**src/hdl/edi_af_packet_tag_parser_top_defines.svh**
```systemverilog
// ----------------------------------------------------------------------------
// EDI AF tag parser assertion macros
// Clocked, reset-qualified assertion helpers for the parser top level.
// ----------------------------------------------------------------------------
`ifndef EDI_AF_PACKET_TAG_PARSER_TOP_DEFINES_SVH
`define EDI_AF_PACKET_TAG_PARSER_TOP_DEFINES_SVH

// Implication checked at every rising clk edge outside reset.
`define EDI_TP_ASSERT_IMP(label, ante, cons, msg) \
    label: assert property (@(posedge clk) disable iff (!rst_n) (ante) |-> (cons)) \
        else $error(msg);

// Invariant checked at every rising clk edge outside reset.
`define EDI_TP_ASSERT_NEVER(label, expr, msg) \
    label: assert property (@(posedge clk) disable iff (!rst_n) !(expr)) \
        else $error(msg);

`endif

```
**src/hdl/edi_tp_pkg.sv**
```systemverilog
// ----------------------------------------------------------------------------
// EDI AF tag parser package
// Shared codes, types, constants and the CRC-16 byte update.
// ----------------------------------------------------------------------------
`timescale 1ns / 1ps

package edi_tp_pkg;

    localparam int QUEUE_DEPTH = 2;

    localparam logic [15:0] SYNC_AF  = 16'h4146;
    localparam logic [15:0] SYNC_PF  = 16'h5046;
    localparam logic [15:0] CRC_POLY = 16'h1021;
    localparam logic [15:0] CRC_INIT = 16'hFFFF;
    localparam logic [2:0]  MAJ_VER  = 3'd1;
    localparam logic [3:0]  MIN_VER  = 4'd0;
    localparam logic [7:0]  PT_TAG   = 8'h54;
    localparam logic [7:0]  STAT_OK  = 8'hFF;
    localparam logic [31:0] NAME_DETI = 32'h64657469;
    localparam logic [23:0] NAME_EST  = 24'h657374;
    localparam logic [7:0]  EST_MAX   = 8'd64;
    localparam logic [31:0] FIC_LONG  = 32'd128;
    localparam logic [31:0] FIC_SHORT = 32'd96;
    localparam logic [1:0]  MODE_3    = 2'd3;

    localparam logic [7:0] CFG_WANTED = 8'd0;
    localparam logic [7:0] CFG_ENABLE = 8'd1;

    typedef enum logic [1:0] {
        KIND_FIC     = 2'd0,
        KIND_STREAM  = 2'd1,
        KIND_VERDICT = 2'd2
    } kind_t;

    typedef enum logic [2:0] {
        V_OK       = 3'd0,
        V_PF       = 3'd1,
        V_BAD_SYNC = 3'd2,
        V_NO_CRC   = 3'd3,
        V_BAD_VER  = 3'd4,
        V_BAD_PT   = 3'd5,
        V_CRC_ERR  = 3'd6,
        V_LEN_ERR  = 3'd7
    } verdict_t;

    typedef enum logic [1:0] {
        ACT_IGNORE = 2'd0,
        ACT_DETI   = 2'd1,
        ACT_EST    = 2'd2
    } action_t;

    typedef struct packed {
        kind_t      kind;
        logic [7:0] data;
        logic       block_last;
        verdict_t   verdict;
    } result_t;

    typedef struct packed {
        logic    valid;
        result_t item;
    } push_t;

    typedef struct packed {
        logic full;
        logic empty;
    } q_status_t;

    function automatic logic [15:0] crc_feed(input logic [15:0] c, input logic [7:0] b);
        logic [15:0] r;
        r = c ^ {b, 8'h00};
        for (int k = 0; k < 8; k++)
        begin
            if (r[15])
                r = {r[14:0], 1'b0} ^ CRC_POLY;
            else
                r = {r[14:0], 1'b0};
        end
        return r;
    endfunction

endpackage

```
**src/hdl/edi_tp_front.sv**
```systemverilog
// ----------------------------------------------------------------------------
// EDI AF tag parser front end
// Header check, CRC, TAG item walk; one classified result per byte at most.
// ----------------------------------------------------------------------------
`timescale 1ns / 1ps

module edi_tp_front
(
    input  logic                 clk,
    input  logic                 rst_n,
    input  logic                 accept,
    input  logic [7:0]           frame_byte,
    input  logic                 frame_last,
    input  logic                 cfg_we,
    input  logic [7:0]           cfg_index,
    input  logic [7:0]           cfg_data,
    output edi_tp_pkg::push_t    push
);

    logic [31:0]          pos_reg, pos_next;
    logic [31:0]          plen_reg, plen_next;
    logic [15:0]          crc_reg, crc_next;
    logic [2:0]           herr_reg, herr_next;
    logic [31:0]          ipos_reg, ipos_next;
    logic [31:0]          iname_reg, iname_next;
    logic [31:0]          ibits_reg, ibits_next;
    logic [7:0]           iflags_reg, iflags_next;
    edi_tp_pkg::action_t  iact_reg, iact_next;
    logic [7:0]           crch_reg, crch_next;
    logic [5:0]           wanted_reg;
    logic                 enable_reg;

    logic [15:0]          sync;
    logic [32:0]          end_v;
    logic                 in_payload;
    logic                 walk_en;
    logic [31:0]          p;
    logic                 start;
    logic                 skip;
    logic [31:0]          name_w, bits_w;
    logic [7:0]           flags_w;
    edi_tp_pkg::action_t  act_w;
    logic [31:0]          v, nbytes, atst, rfud, lim, fic, req;
    logic [32:0]          total;
    logic [32:0]          bits_rnd;
    logic [31:0]          ipos_inc;
    logic                 emit;
    edi_tp_pkg::kind_t    kind;
    logic                 last;
    edi_tp_pkg::verdict_t code;

    always_comb
    begin
        plen_next = (pos_reg < 32'd6) ? {plen_reg[23:0], frame_byte} : plen_reg;
        herr_next = herr_reg;
        sync = {plen_reg[7:0], frame_byte};
        if (herr_reg == 3'(edi_tp_pkg::V_OK))
        begin
            if (pos_reg == 32'd1)
            begin
                if (sync == edi_tp_pkg::SYNC_PF)
                    herr_next = 3'(edi_tp_pkg::V_PF);
                else if (sync != edi_tp_pkg::SYNC_AF)
                    herr_next = 3'(edi_tp_pkg::V_BAD_SYNC);
            end
            else if (pos_reg == 32'd8)
            begin
                if (!frame_byte[7])
                    herr_next = 3'(edi_tp_pkg::V_NO_CRC);
                else if (frame_byte[6:4] != edi_tp_pkg::MAJ_VER
                         || frame_byte[3:0] != edi_tp_pkg::MIN_VER)
                    herr_next = 3'(edi_tp_pkg::V_BAD_VER);
            end
            else if (pos_reg == 32'd9)
            begin
                if (frame_byte != edi_tp_pkg::PT_TAG)
                    herr_next = 3'(edi_tp_pkg::V_BAD_PT);
            end
        end

        end_v      = 33'd10 + {1'b0, plen_next};
        in_payload = {1'b0, pos_reg} < end_v;
        crc_next   = in_payload ? edi_tp_pkg::crc_feed(crc_reg, frame_byte) : crc_reg;
        crch_next  = ({1'b0, pos_reg} == end_v) ? frame_byte : crch_reg;
        walk_en    = (pos_reg >= 32'd10) && in_payload
                     && (herr_reg == 3'(edi_tp_pkg::V_OK));

        p     = pos_reg - 32'd10;
        start = (ipos_reg == 32'd0);
        skip  = start && ((plen_next <= 32'd8) || (p >= plen_next - 32'd8));

        name_w  = start ? 32'd0 : iname_reg;
        bits_w  = start ? 32'd0 : ibits_reg;
        flags_w = start ? 8'd0 : iflags_reg;
        act_w   = start ? edi_tp_pkg::ACT_IGNORE : iact_reg;
        emit    = 1'b0;
        kind    = edi_tp_pkg::KIND_FIC;
        last    = 1'b0;
        v       = ipos_reg - 32'd8;
        nbytes  = {3'b000, bits_w[31:3]};
        atst    = flags_w[7] ? 32'd8 : 32'd0;
        rfud    = flags_w[5] ? 32'd3 : 32'd0;
        lim     = nbytes - rfud;
        fic     = 32'd0;
        req     = 32'd0;

        if (ipos_reg < 32'd4)
            name_w = {name_w[23:0], frame_byte};
        else if (ipos_reg < 32'd8)
        begin
            bits_w = {bits_w[23:0], frame_byte};
            if (ipos_reg == 32'd7)
            begin
                if (name_w == edi_tp_pkg::NAME_DETI)
                    act_w = edi_tp_pkg::ACT_DETI;
                else if (name_w[31:8] == edi_tp_pkg::NAME_EST && name_w[7:0] >= 8'd1
                         && name_w[7:0] <= edi_tp_pkg::EST_MAX && bits_w >= 32'd24)
                    act_w = edi_tp_pkg::ACT_EST;
            end
        end
        else if (act_w == edi_tp_pkg::ACT_DETI)
        begin
            if (v == 32'd0)
                flags_w = frame_byte;
            else if (v == 32'd2)
            begin
                if (frame_byte != edi_tp_pkg::STAT_OK)
                    act_w = edi_tp_pkg::ACT_IGNORE;
            end
            else if (v == 32'd3)
            begin
                if (flags_w[6])
                    fic = (frame_byte[7:6] == edi_tp_pkg::MODE_3)
                          ? edi_tp_pkg::FIC_LONG : edi_tp_pkg::FIC_SHORT;
                req = (32'd6 + atst + fic + rfud) << 3;
                if (fic == 32'd0 || bits_w != req)
                    act_w = edi_tp_pkg::ACT_IGNORE;
            end
            else if (v >= 32'd6 + atst && v < lim)
            begin
                emit = 1'b1;
                kind = edi_tp_pkg::KIND_FIC;
                last = (v == lim - 32'd1);
            end
        end
        else if (act_w == edi_tp_pkg::ACT_EST)
        begin
            if (v == 32'd0)
            begin
                if (!enable_reg || frame_byte[7:2] != wanted_reg)
                    act_w = edi_tp_pkg::ACT_IGNORE;
            end
            else if (v >= 32'd3 && v < nbytes)
            begin
                emit = 1'b1;
                kind = edi_tp_pkg::KIND_STREAM;
                last = (v == nbytes - 32'd1);
            end
        end

        bits_rnd = {1'b0, bits_w} + 33'd7;
        total    = 33'd8 + {3'b000, bits_rnd[32:3]};
        ipos_inc = ipos_reg + 32'd1;
        if (emit && p == plen_next - 32'd1)
            last = 1'b1;

        if (herr_next != 3'(edi_tp_pkg::V_OK))
            code = edi_tp_pkg::verdict_t'(herr_next);
        else if ({1'b0, pos_reg} != end_v + 33'd1)
            code = edi_tp_pkg::V_LEN_ERR;
        else if ((crc_next ^ 16'hFFFF) != {crch_next, frame_byte})
            code = edi_tp_pkg::V_CRC_ERR;
        else
            code = edi_tp_pkg::V_OK;

        pos_next    = (pos_reg == 32'hFFFF_FFFF) ? pos_reg : pos_reg + 32'd1;
        ipos_next   = ipos_reg;
        iname_next  = iname_reg;
        ibits_next  = ibits_reg;
        iflags_next = iflags_reg;
        iact_next   = iact_reg;
        if (walk_en && !skip)
        begin
            ipos_next   = ({1'b0, ipos_inc} >= total) ? 32'd0 : ipos_inc;
            iname_next  = name_w;
            ibits_next  = bits_w;
            iflags_next = flags_w;
            iact_next   = act_w;
        end

        push.valid = 1'b0;
        push.item.kind = kind;
        push.item.data = frame_byte;
        push.item.block_last = last;
        push.item.verdict = edi_tp_pkg::V_OK;
        if (accept)
        begin
            if (frame_last)
            begin
                push.valid = 1'b1;
                push.item.kind = edi_tp_pkg::KIND_VERDICT;
                push.item.data = 8'd0;
                push.item.block_last = 1'b0;
                push.item.verdict = code;
            end
            else
                push.valid = walk_en && !skip && emit;
        end
    end

    always_ff @(posedge clk or negedge rst_n)
    begin
        if (!rst_n)
        begin
            pos_reg    <= 32'd0;
            plen_reg   <= 32'd0;
            crc_reg    <= edi_tp_pkg::CRC_INIT;
            herr_reg   <= 3'd0;
            ipos_reg   <= 32'd0;
            iname_reg  <= 32'd0;
            ibits_reg  <= 32'd0;
            iflags_reg <= 8'd0;
            iact_reg   <= edi_tp_pkg::ACT_IGNORE;
            crch_reg   <= 8'd0;
        end
        else if (accept)
        begin
            if (frame_last)
            begin
                pos_reg    <= 32'd0;
                plen_reg   <= 32'd0;
                crc_reg    <= edi_tp_pkg::CRC_INIT;
                herr_reg   <= 3'd0;
                ipos_reg   <= 32'd0;
                iname_reg  <= 32'd0;
                ibits_reg  <= 32'd0;
                iflags_reg <= 8'd0;
                iact_reg   <= edi_tp_pkg::ACT_IGNORE;
                crch_reg   <= 8'd0;
            end
            else
            begin
                pos_reg    <= pos_next;
                plen_reg   <= plen_next;
                crc_reg    <= crc_next;
                herr_reg   <= herr_next;
                ipos_reg   <= ipos_next;
                iname_reg  <= iname_next;
                ibits_reg  <= ibits_next;
                iflags_reg <= iflags_next;
                iact_reg   <= iact_next;
                crch_reg   <= crch_next;
            end
        end
    end

    always_ff @(posedge clk or negedge rst_n)
    begin
        if (!rst_n)
        begin
            wanted_reg <= 6'd0;
            enable_reg <= 1'b0;
        end
        else if (cfg_we)
        begin
            if (cfg_index == edi_tp_pkg::CFG_WANTED)
                wanted_reg <= cfg_data[5:0];
            else if (cfg_index == edi_tp_pkg::CFG_ENABLE)
                enable_reg <= cfg_data[0];
        end
    end

endmodule

```
**src/hdl/edi_tp_back.sv**
```systemverilog
// ----------------------------------------------------------------------------
// EDI AF tag parser back end
// Result queue that decouples the parser from the output channel.
// ----------------------------------------------------------------------------
`timescale 1ns / 1ps

module edi_tp_back
#(
    parameter int DEPTH = edi_tp_pkg::QUEUE_DEPTH
)
(
    input  logic                    clk,
    input  logic                    rst_n,
    input  edi_tp_pkg::push_t       push,
    output edi_tp_pkg::q_status_t   status,
    output logic                    out_valid,
    input  logic                    out_stall,
    output edi_tp_pkg::result_t     out_item
);

    localparam int PW = (DEPTH > 1) ? $clog2(DEPTH) : 1;
    localparam int CW = $clog2(DEPTH + 1);
    localparam logic [PW-1:0] LAST_PTR = PW'(DEPTH - 1);
    localparam logic [CW-1:0] FULL_CNT = CW'(DEPTH);

    edi_tp_pkg::result_t mem_reg [DEPTH];
    logic [PW-1:0]       wr_reg, wr_next;
    logic [PW-1:0]       rd_reg, rd_next;
    logic [CW-1:0]       cnt_reg, cnt_next;
    logic                pop;

    always_comb
    begin
        status.full  = (cnt_reg == FULL_CNT);
        status.empty = (cnt_reg == '0);
        out_valid    = !status.empty;
        out_item     = mem_reg[rd_reg];
        pop          = out_valid && !out_stall;
        wr_next      = push.valid ? ((wr_reg == LAST_PTR) ? '0 : wr_reg + 1'b1) : wr_reg;
        rd_next      = pop ? ((rd_reg == LAST_PTR) ? '0 : rd_reg + 1'b1) : rd_reg;
        cnt_next     = cnt_reg + CW'(push.valid) - CW'(pop);
    end

    always_ff @(posedge clk)
    begin
        if (push.valid)
            mem_reg[wr_reg] <= push.item;
    end

    always_ff @(posedge clk or negedge rst_n)
    begin
        if (!rst_n)
        begin
            wr_reg  <= '0;
            rd_reg  <= '0;
            cnt_reg <= '0;
        end
        else
        begin
            wr_reg  <= wr_next;
            rd_reg  <= rd_next;
            cnt_reg <= cnt_next;
        end
    end

endmodule

```
**src/hdl/edi_af_packet_tag_parser_top.sv**
```systemverilog
// ----------------------------------------------------------------------------
// EDI AF packet tag parser
// Checks an EDI AF packet, walks its TAG items and passes FIC and stream bytes.
//
// Channel   Handshake            Payload
// in        in_valid / in_stall  frame_byte, frame_last
// out       out_valid/out_stall  out_kind, out_byte, out_block_last, verdict
// cfg       cfg_valid/cfg_ready  cfg_index, cfg_data
//
// One byte per cycle while in_stall is low; CRC and decode are combinational.
// Each result is registered in the queue and leaves it when out_stall is low.
// in_stall rises only when the result queue is full; cfg_ready is always high.
// Reset clears all packet state and both registers; no clearing pass.
// ----------------------------------------------------------------------------
`timescale 1ns / 1ps
`include "edi_af_packet_tag_parser_top_defines.svh"

module edi_af_packet_tag_parser_top
#(
    parameter int QUEUE_DEPTH = edi_tp_pkg::QUEUE_DEPTH
)
(
    input  logic       clk,
    input  logic       rst_n,
    input  logic       in_valid,
    output logic       in_stall,
    input  logic [7:0] frame_byte,
    input  logic       frame_last,
    output logic       out_valid,
    input  logic       out_stall,
    output logic [1:0] out_kind,
    output logic [7:0] out_byte,
    output logic       out_block_last,
    output logic [2:0] verdict,
    input  logic       cfg_valid,
    output logic       cfg_ready,
    input  logic [7:0] cfg_index,
    input  logic [7:0] cfg_data
);

    edi_tp_pkg::push_t      push;
    edi_tp_pkg::q_status_t  q_st;
    edi_tp_pkg::result_t    res;
    logic                   accept;

    assign cfg_ready      = 1'b1;
    assign in_stall       = q_st.full;
    assign accept         = in_valid && !in_stall;
    assign out_kind       = res.kind;
    assign out_byte       = res.data;
    assign out_block_last = res.block_last;
    assign verdict        = res.verdict;

    edi_tp_front u_front
    (
        .clk        (clk),
        .rst_n      (rst_n),
        .accept     (accept),
        .frame_byte (frame_byte),
        .frame_last (frame_last),
        .cfg_we     (cfg_valid && cfg_ready),
        .cfg_index  (cfg_index),
        .cfg_data   (cfg_data),
        .push       (push)
    );

    edi_tp_back #(.DEPTH(QUEUE_DEPTH)) u_back
    (
        .clk       (clk),
        .rst_n     (rst_n),
        .push      (push),
        .status    (q_st),
        .out_valid (out_valid),
        .out_stall (out_stall),
        .out_item  (res)
    );

    `EDI_TP_ASSERT_IMP(a_push_room, push.valid, accept && !q_st.full, "push without room")
    `EDI_TP_ASSERT_IMP(a_verdict_clean, out_valid && out_kind == 2'(edi_tp_pkg::KIND_VERDICT),
        out_byte == 8'd0 && !out_block_last, "verdict carries payload")
    `EDI_TP_ASSERT_IMP(a_byte_clean, out_valid && out_kind != 2'(edi_tp_pkg::KIND_VERDICT),
        verdict == 3'(edi_tp_pkg::V_OK), "payload byte carries verdict")
    `EDI_TP_ASSERT_NEVER(a_empty_valid, q_st.empty && out_valid, "output valid from empty queue")

endmodule

```
**config.mk**
```make
export PLATFORM = sky130hd
export DESIGN_NAME = edi_af_packet_tag_parser_top
export DESIGN_NICKNAME = d
export VERILOG_FILES = /design/src/hdl/edi_tp_pkg.sv /design/src/hdl/edi_tp_front.sv /design/src/hdl/edi_tp_back.sv /design/src/hdl/edi_af_packet_tag_parser_top.sv
export VERILOG_INCLUDE_DIRS = /design/src /design/src/hdl
export SDC_FILE = /design/constraint.sdc
export NUM_CORES = 1
export LEC_CHECK = 0
export ABC_AREA = 1
export BUFFER_PORTS_ARGS = -buffer_cell sky130_fd_sc_hd__buf_4
export CORE_AREA = 2 2 266 268
export CTS_BUF_LIST = sky130_fd_sc_hd__clkbuf_16
export DETAILED_ROUTE_END_ITERATION = 8
export DIE_AREA = 0 0 268 270
export GPL_ROUTABILITY_DRIVEN = 0
export SLEW_MARGIN = 20
export SYNTH_ARGS = -nofsm -noshare
export SYNTH_HDL_FRONTEND = slang
export SYNTH_SLANG_ARGS = --single-unit
```
**constraint.sdc**
```tcl
create_clock -name clk -period 5.07 [get_ports clk]
set_input_delay 0.507 -clock clk [delete_from_list [all_inputs] [get_ports clk]]
set_output_delay 0.507 -clock clk [all_outputs]
set_load 0.02 [all_outputs]
```
* Yosys cells after proc, flatten, opt, wreduce, memory -nomap -nowiden
Memory sizes are Yosys's and may differ from the RTL's. Cells that the tools add are included.
Operators by class: add/subtract/negate cells 20, bitwise logic cells 11, reductions and logical operators 35, multiplexer cells 109, equality and inequality tests 28, order comparisons 15
Operators by type and width (number):
- $mux 32 | 23
- $mux 13 | 8
- $eq 32x32->1 | 3
- $logic_not 32->1 | 3
- $sub 32x4->32 const B | 3
- $mux 8 | 10
- $add 32x1->32 const B | 2
- $eq 32x2->1 const B | 2
- $eq 32x4->1 const B | 2
- $ge 32x32->1 | 2
- $lt 32x3->1 const B | 2
- $sub 32x1->32 const B | 2
- $add 29x29->29 | 2
- $mux 2 | 23
- $mux 3 | 13
- $add 32x3->33 const B | 1
- $add 33x1->33 const B | 1
- $add 4x32->33 const A | 1
- $eq 32x33->1 | 1
- $ge 32x33->1 | 1
- $lt 32x33->1 | 1
- $ne 32x33->1 | 1
- $eq 32x1->1 const B | 1
- $eq 32x3->1 const B | 1
- 51 further kinds | 109
Storage, ports and cells: output and inout bits 17, RAM bits 28, bits in registers 208, memories kept 1, word-level logic and storage cells 234, input port bits 30
Memory list:
- u_back.mem_reg | depth 2, width 14, read ports 1, clocked after Yosys merged registers in 0, wr ports 1, line edi_tp_back.sv:26 | edi_tp_pkg::result_t mem_reg [DEPTH];

* Depth between registers and ports, before layout
Gate-level depths: netlist of run 1.
depth in word-level cells 27, depth in mapped cells 47, depth with buffers taken out 44

* By module
Synthesis of run 1 repeated with hierarchy kept, for this count alone.
Second synthesis, totals: cell total of the unflattened synthesis 4373, area total of the unflattened synthesis 27934.3 µm²
Modules (own cells, without submodules):
- edi_tp_front | cells each 4264, area an instance 26624.3 µm², times used 1
- edi_tp_back | cells each 105, area an instance 1288.7 µm², times used 1
- edi_af_packet_tag_parser_top | cells each 4, area an instance 21.3 µm², times used 1

* Least setup slack after synthesis of run 1
No wires, ideal clock.
path kind reg-to-reg, start point register u_front.ipos_reg[1], end point memory u_back.mem_reg[1][0] (netlist name), enable pin, data required time 4.686 ns, arrival 5.240 ns, stages on the path, launching flop included 32, setup time 0.384 ns, clock period less this slack 5.624 ns, setup slack -0.554 ns, path through dfrtp_1 inv_1 ha_1 nand3_1 nor2_1 nand2_2 nor2_4 buf_6 buf_6 clkbuf_1 buf_1 nor2_1 ha_1 inv_1 nand2_1 nand3_1 inv_1 nand3_1 xor2_1 ha_1 a21oi_1 or2_2 a21oi_1 a2111oi_0 a21oi_1 nor2_1 inv_1 nand2_1 inv_1 o21ai_0 nand2_1 nor2_1
On the way: word-level cells in the longest chain between the ends 18
Ends and longest elaborated chain:
- start, declared | line edi_tp_front.sv:24 | logic [31:0] ipos_reg, ipos_next;
- start signal, assigned | line edi_tp_front.sv:247 | ipos_reg <= ipos_next;
- $logic_not 32->1 | line edi_tp_front.sv:89 | start = (ipos_reg == 32'd0);
- $mux 8 | line edi_tp_front.sv:94 | flags_w = start ? 8'd0 : iflags_reg;
- $mux 2 or $mux 4 (tied branches) | line edi_tp_front.sv:102, edi_tp_front.sv:101
- $sub 29x32->32 or $add 3x4->5 (tied branches)
- $lt 32x32->1 or $ge 32x32->1 (tied branches) | line edi_tp_front.sv:139 | else if (v >= 32'd6 + atst && v < lim)
- $logic_and 1x1->1 | line edi_tp_front.sv:139
- $mux 1 | line edi_tp_front.sv:139
- $mux 1 | line edi_tp_front.sv:130 | else if (v == 32'd3)
- (+2 left out)
- $mux 1 | line edi_tp_front.sv:121 | else if (act_w == edi_tp_pkg::ACT_DETI)
- $mux 1 | line edi_tp_front.sv:109 | else if (ipos_reg < 32'd8)
- $mux 1 | line edi_tp_front.sv:107 | if (ipos_reg < 32'd4)
- $logic_and 1x1->1 * | line edi_tp_front.sv:207 | push.valid = walk_en && !skip && emit;
- $mux 1 * | line edi_tp_front.sv:198 | if (frame_last)
- $mux 15 * | line edi_tp_front.sv:196 | if (accept)
- $mux 1 * | line edi_tp_back.sv:46 | if (push.valid)
- $mux 1 (implied by the code) * | line edi_tp_back.sv:47 | mem_reg[wr_reg] <= push.item;
- end, declared | line edi_tp_back.sv:26
Every way passes the cells marked *; elsewhere a longest branch is shown, timed or not.

* Worst setup path in the final report of run 1
start point register u_front.ipos_reg[8], end point register u_front.ibits_reg[2]
On the way: word-level cells in the longest chain between the ends 6
Ends and longest elaborated chain:
- parallel branches: the longest is 6 deep, another holds $lt 32x4->1
- end signal, assigned | line edi_tp_front.sv:249 | ibits_reg <= ibits_next;
- end, declared | line edi_tp_front.sv:26 | logic [31:0] ibits_reg, ibits_next;
Several ways; the timed one is not identified. The select of a mux whose other input is x is not followed. A chain may end at the register's enable or synchronous reset.

==> results of run 1 <==
[cell families (layout without fill, tap and decap cells)]
group / Yosys count / after routing
compound gates: 587 / 587
other cells: 1 / 2
buf+inv: 720 / 1746
xor+xnor: 291 / 291
flops: 231 / 231
simple gates: 2308 / 2309
fa+ha+maj: 184 / 184
mux: 7 / 7
[what timing repair did]
| item | 4_1_cts | 5_1_grt |
|---|---|---|
| pin swaps | 84 | 124 |
| hold buffers | 1 | 0 |
| cloned | 15 | 16 |
| setup buffers | 141 | 41 |
| setup endpoints to repair | 138 | 141 |
| hold endpoints to repair | 8 | 0 |
| resized for setup | 336 | 277 |
[power breakdown]
group          total, W  switching, W  internal, W  leakage [nW]
Sequential      0.00241      0.000217      0.00219          3.00
Clock           0.00213      0.000906      0.00123         0.503
Combinational   0.00971       0.00537      0.00433          16.6
[worst max path at each step]
| stage | endpoint | slack (ns) | depth (start not counted) | from |
|---|---|---|---|---|
| floorplan | u_back.cnt_reg[1] | 0.007 | 38 | u_front.ipos_reg[1] |
| global placement | u_front.ipos_reg[25] | -0.60 | 40 | u_front.pos_reg[29] |
| detailed placement | u_front.ipos_reg[12] | -0.69 | 40 | u_front.pos_reg[29] |
| CTS | u_back.mem_reg[0][1] | -0.26 | 38 | u_front.pos_reg[8] |
| global route | u_front.ipos_reg[20] | -0.81 | 36 | u_front.ipos_reg[8] |
| finish | u_front.ibits_reg[2] | -0.60 | 43 | u_front.ipos_reg[8] |
[layout make-up]
| class | instances | area (µm²) |
|---|---|---|
| Inverter | 599 | 2300 |
| Timing Repair inverter | 1 | 20.0 |
| Sequential cell | 231 | 5940 |
| Timing Repair Buffer | 1091 | 9230 |
| Clock buffer | 30 | 751 |
| Tap cell | 940 | 1180 |
| Fill cell | 6333 | 28900 |
| Multi-Input combinational cell | 3380 | 21000 |
| Clock inverter | 25 | 223 |
[cell usage after synthesis, types with 4 or more instances]
cell type / number
nand2_1: 1080
inv_1: 572
nor2_1: 537
nand3_1: 265
xor2_1: 239
o21ai_0: 198
dfrtp_1: 187
ha_1: 184
nand4_1: 144
a21oi_1: 121
o22ai_1: 83
nor3_1: 75
o21ai_1: 70
xnor2_1: 49
buf_2: 47
clkbuf_1: 47
nand2_2: 43
nor4_1: 38
nor2_2: 37
edfxtp_1: 28
nor2_4: 23
o21ai_2: 23
buf_6: 19
inv_2: 19
o211ai_1: 17
dfstp_2: 16
a211oi_1: 12
nand2_4: 12
nand3b_1: 11
o21bai_1: 11
or2_2: 10
o41ai_1: 8
buf_4: 6
clkinv_1: 6
mux2_2: 6
nor3_2: 6
a31oi_1: 5
nand3_2: 5
a2111oi_0: 4
a21o_1: 4
nor2_8: 4
o21a_1: 4
[per-stage QoR]
step | setup TNS (ns) | hold slack (ns) | util [%]
final | -35.70 | 0.0969 | 58.4
after global placement | -54.22 | 0.470 | 50.4
after global routing | -67.35 | 0.103 | 58.4
after CTS | -7.99 | 0.0794 | 56.0
after detailed placement | -60.95 | 0.478 | 50.4
after floorplan | 0 | 0.211 | -
[worst register-to-register path: cells and delay by family (launching register included)]
| kind | cells | cell delay, ns |
|---|---|---|
| DFF | 1 | 0.40 |
| buffers and inverters | 35 | 4.19 |
| AOI/OAI and AO/OA | 2 | 0.24 |
| and+or+nand+nor | 6 | 0.81 |
[routing by layer]
layer	track usage [%]	part of all wire [%]	vias to the layer above	wire (µm)
li1	-	-	16194	-
met1	40.2	40	15814	47800
met2	51.0	46	1580	54700
met3	3.99	7.8	430	9230
met4	14.0	6.0	2	7120
met5	0	0.0076	-	9
==> impl_metrics.csv, run 1 <==
group,metric,value,unit
status,status,"complete, but fails checks",
status,violations,"negative setup slack",
clocking,clk_pin_slew,0.06,ns
pwr,powerDensity,351,mW/mm²
setup_path,crit_slowest_cell,"dfrtp_1",
pwr,power,0.0143,W
route,drt-pass1-iter-count,6,
clocking,cts_tree,"done",
setup_path,timing.rr.end,"u_front.ibits_reg[2]",
floorplanning,die_h,270,µm
synthesis,synth.cell_area,0.0276,mm²
place,pre_cts_slack,-0.693,ns
floorplanning,rows,97,
synthesis,synth_seq_cells,231,
route,wirelength,119,mm
min_path,worstHoldPathType,"in2reg",
setup_path,cp_common_cell,"buf_4",
clocking,cts.path.max_buffers,3,
grt,grt_pass1_vias,32241,
route,drt-initial-drc-count,3366,
timing,finalCritPeriodShare,112,%
synthesis,ys.flop_type,"dfrtp_1",
synthesis,synth_xor_area_share,9.37,%
place,dp_hpwl,87.7,mm
pwr,ir_drop,535,µV
setup_path,crit_fanout,7,
setup_path,end_kind,"flop",
clocking,numClockSinks,231,
synthesis,ys_seq_area_share,21.5,%
grt,grt-ovfl-total,0,
min_path,hold-path-cell-count,3,
route,drc_errors,0,
grt,antenna_found_initial,1,
floorplanning,boundaryPins,47,
timing,timing.fmax,176,MHz
clocking,htreeDepth,1,
cells_and_area,final_area,0.0406,mm²
timing,setup_violations,137,
route,dr_total_vias,34020,
setup_path,worstPathArrival,6.21,ns
cells_and_area,nNetsFinal,5548,
timing,period_minus_slack,5.67,ns
cells_and_area,drive_gt1_share,32.1,%
synthesis,synth_simple_gate_area_share,37.4,%
clocking,worstSkewPairLatency,0.63,ns
timing,layout_setup_ws,-0.602,ns
grt,grt_pass1_wl,178,mm
grt,grt_usage,31.0,%
setup_path,start_kind,"flop",
synthesis,synthMuxAreaShare,0.281,%
clocking,cts_buffers,30,
clocking,cts.root.buffer_cell,"clkbuf_16",
floorplanning,core-area,0.0695,mm²
synthesis,synth_compound_area_share,12.4,%
setup_path,critPathKind,"reg2reg",
timing,clock_skew,0.0717,ns
synthesis,async_reset_ff_share,87.9,%
setup_path,rr_startpoint,"u_front.ipos_reg[8]",
place,place_area,0.0350,mm²
synthesis,syn_inst,4329,
floorplanning,initial_core_util,39.7,%
route,routed_via_density,5.40,
place,port-buffer-count,43,
cells_and_area,final_cell_mix,"buf_4, nand2_1, inv_1",
setup_path,critPathMaxStageDelay,0.40,ns
pwr,p_leak,20.1,nW
grt,grt_max_degree,105,
cells_and_area,diodes,0,
synthesis,synth_fa_ha_area_share,8.35,%
job,drv_cap,0,
route,antenna_left,0,
synthesis,syn_avg_cell_area,6.37,µm²
cells_and_area,area_delta_synth_final,47.3,%
synthesis,ys_types,74,
route,routedWlPerCell,18.9,µm
synthesis,post-synth-top-area-fraction,17.0,%
setup_path,r2r_slack,-0.60,ns
timing,final-max-slew-violation-count,0,
setup_path,crit_buf_inv,35,
synthesis,yosys.area.top_type,"dfrtp_1",
cells_and_area,layout.cells.non_filler,6297,
timing,rsz0062_at_grt,"yes",
setup_path,critPathTopFamily,"buffers and inverters",
floorplanning,die_x,268,µm
floorplanning,die_area,0.0724,mm²
timing,slew_headroom,28.4,%
timing,hold_viol_final,0,
synthesis,yosys-top-cells-area,"dfrtp_1, nand2_1, ha_1",
setup_path,worstPathRequired,5.61,ns
timing,worst_pin_slew,1.07,ns
min_path,whs_endpoint,"u_front.enable_reg",
place,dpl.cell_count,6033,
cells_and_area,layout_commonest_cell,"buf_4",
synthesis,synth_top_family_by_area,"simple AND/OR/NAND/NOR gates",
synthesis,yosys_warnings,0,
synthesis,synth-edff-count,28,
min_path,min_from,"cfg_data[0]",
setup_path,reg2reg_depth,43,
Note: power is estimated with default switching activity, not from simulation.
==> run 2, diff against run 1 <==
--- a/config.mk
+++ b/config.mk
@@ -13,6 +13,7 @@
 export DETAILED_ROUTE_END_ITERATION = 8
 export DIE_AREA = 0 0 268 270
 export GPL_ROUTABILITY_DRIVEN = 0
+export PLACE_DENSITY = 0.59
 export SLEW_MARGIN = 20
 export SYNTH_ARGS = -nofsm -noshare
 export SYNTH_HDL_FRONTEND = slang
==> run 2 against run 1 <==
Compared with the run above:
- the run still ends with negative setup slack left
- count of clock-buffer cells in the layout shrank 1
- clock skew shrank 0.051 ns
- setup slack gained 0.27 ns
- critical path depth shrank 1
- die area is the same
- flip-flop and latch count is the same
- combinational power grew 5%
- clock power shrank 9%
- final area is essentially flat
- hold slack gained 0.020 ns
- sequential share of layout area is essentially flat
- largest cell class unchanged
==> impl_metrics.csv, run 2 (synthesis gave the netlist of run 1 again) <==
group,metric,value,unit
floorplanning,boundaryPins,47,
pwr,p_int,0.00785,W
setup_path,critPathMaxStageDelay,0.40,ns
setup_path,r2r_slack,-0.33,ns
place,place_area,0.0351,mm²
status,status,"complete, but fails checks",
clocking,cts_tree,"done",
setup_path,timing.rr.end,"u_front.ipos_reg[28]",
timing,rsz0062_at_grt,"yes",
setup_path,crit_fanout,7,
setup_path,end_kind,"flop",
grt,grt_pass1_wl,172,mm
place,dp_hpwl,88.5,mm
pwr,p_seq_share,16.5,%
clocking,numClockSinks,231,
timing,hold-worst-slack,0.117,ns
setup_path,reg2reg_depth,42,
setup_path,path_depth,42,
floorplanning,die_h,270,µm
timing,layout_setup_ws,-0.334,ns
clocking,worstSkewPairLatency,0.61,ns
route,drt-initial-drc-count,3081,
pwr,p_leak,20.1,nW
route,wirelength,117,mm
route,drt-pass1-iter-count,6,
grt,grt_max_degree,95,
setup_path,critPathTopFamily,"simple AND/OR/NAND/NOR gates",
status,violations,"negative setup slack",
timing,worst_pin_slew,1.01,ns
setup_path,cp_common_cell,"buf_4",
cells_and_area,area_delta_synth_final,47.4,%
setup_path,start_kind,"flop",
timing,finalCritPeriodShare,107,%
floorplanning,rows,97,
job,drv_cap,0,
clocking,clk_pin_slew,0.06,ns
pwr,combPwrFrac,70.2,%
place,port-buffer-count,43,
cells_and_area,fill_cells,6419,
setup_path,rr_startpoint,"u_front.ipos_reg[12]",
timing,slew_headroom,32.5,%
clocking,htreeDepth,1,
timing,timing.fmax,185,MHz
route,antenna_left,0,
setup_path,crit_slowest_cell,"dfrtp_1",
setup_path,worstPathArrival,5.86,ns
timing,hold_viol_final,0,
cells_and_area,layout.cells.non_filler,6289,
cells_and_area,final_core_util,58.4,%
route,dr_total_vias,33576,
timing,final-max-slew-violation-count,0,
cells_and_area,final_area,0.0406,mm²
cells_and_area,final_cell_mix,"buf_4, nand2_1, inv_1",
cells_and_area,layout_commonest_cell,"buf_4",
floorplanning,die_area,0.0724,mm²
place,dpl.cell_count,6050,
pwr,switching_share,46.0,%
grt,grt_usage,30.0,%
setup_path,critPathKind,"reg2reg",
pwr,ir_drop,392,µV
pwr,pwr-share-clk,13.3,%
timing,period_minus_slack,5.40,ns
pwr,p_switching,0.00669,W
min_path,worstHoldPathType,"in2reg",
route,routed_via_density,5.34,
floorplanning,die_x,268,µm
timing,clock_skew,0.0205,ns
setup_path,worstPathRequired,5.53,ns
setup_path,endpoint,"u_front.ipos_reg[28]",
route,routedWlPerCell,18.6,µm
clocking,cts_buffers,29,
cells_and_area,nNetsFinal,5541,
cells_and_area,drive_gt1_share,33.1,%
grt,grt_pass1_vias,31266,
setup_path,crit_buf_inv,14,
grt,antenna_found_initial,1,
floorplanning,core-area,0.0695,mm²
route,drc_errors,0,
clocking,cts.root.buffer_cell,"clkbuf_16",
timing,setup_violations,135,
setup_path,critPathLaunch,"u_front.ipos_reg[12]",
pwr,powerDensity,358,mW/mm²
floorplanning,initial_core_util,39.7,%
grt,grt-ovfl-total,0,
cells_and_area,diodes,0,
clocking,cts.path.max_buffers,3,
run 2: layout make-up:
type / count / area, µm² / area share (%)
Clock buffer: 29 / 726 / 1.79
Clock inverter: 24 / 133 / 0.326
Inverter: 599 / 2270 / 5.59
Multi-Input combinational cell: 3379 / 21200 / 52.1
Sequential cell: 231 / 5940 / 14.6
Tap cell: 940 / 1180 / 2.89
Timing Repair Buffer: 1086 / 9220 / 22.7
Timing Repair inverter: 1 / 16.3 / 0.0400
run 2: layer usage:
metal / GRT usage (%) / share of wire (%) / vias to the layer above
li1: - / - / 16186
met2: 48.4 / 45 / 1342
met3: 3.87 / 7.3 / 316
met4: 11.5 / 4.9 / 2
met5: 0 / 0.011 / -
met1: 40.6 / 43 / 15730
run 2: what timing repair did:
| item | 4_1_cts | 5_1_grt |
|---|---|---|
| setup buffers | 101 | 61 |
| setup endpoints to repair | 154 | 143 |
| pin swaps | 119 | 167 |
| cloned | 14 | 21 |
| resized for setup | 332 | 364 |
| endpoints found under the hold margin | 13 | 0 |
| hold buffers | 1 | 0 |
run 2: worst min-delay path by stage:
stage          cells past startpoint  slack (ns)                 from                   to
3_5_place_dp                       2        0.48  u_front.crch_reg[1]  u_front.crch_reg[1]
2_1_floorplan                      0        0.21                rst_n    u_back.cnt_reg[0]
5_1_grt                            3        0.13          cfg_data[0]   u_front.enable_reg
3_3_place_gp                       2        0.47  u_front.crch_reg[6]  u_front.crch_reg[6]
4_1_cts                            3        0.09          cfg_data[0]   u_front.enable_reg
6_report                           3        0.12          cfg_data[0]   u_front.enable_reg
run 2: power groups by stage:
stage | sequential, W | combinational, W | clock [W]
2_1_floorplan | 0.00237 | 0.00445 | 0
3_3_place_gp | 0.00240 | 0.00777 | 0
3_5_place_dp | 0.00241 | 0.00780 | 0
4_1_cts | 0.00239 | 0.00925 | 0.00196
5_1_grt | 0.00244 | 0.0109 | 0.00202
6_report | 0.00241 | 0.0102 | 0.00193
run 2: through the flow:
stage                     power [W]  worst slack [ns]  setup TNS, ns
after floorplan             0.00682           0.00678              0
after global placement       0.0102            -0.923         -90.03
after detailed placement     0.0102            -0.914         -88.44
after CTS                    0.0136            -0.309          -9.87
after global routing         0.0154            -0.711         -55.41
final                        0.0145            -0.334         -24.13
run 2: worst min-delay path, stage by stage:
cell     delay [ns]
buf_4          0.08
mux2i_1        0.05
inv_1          0.05
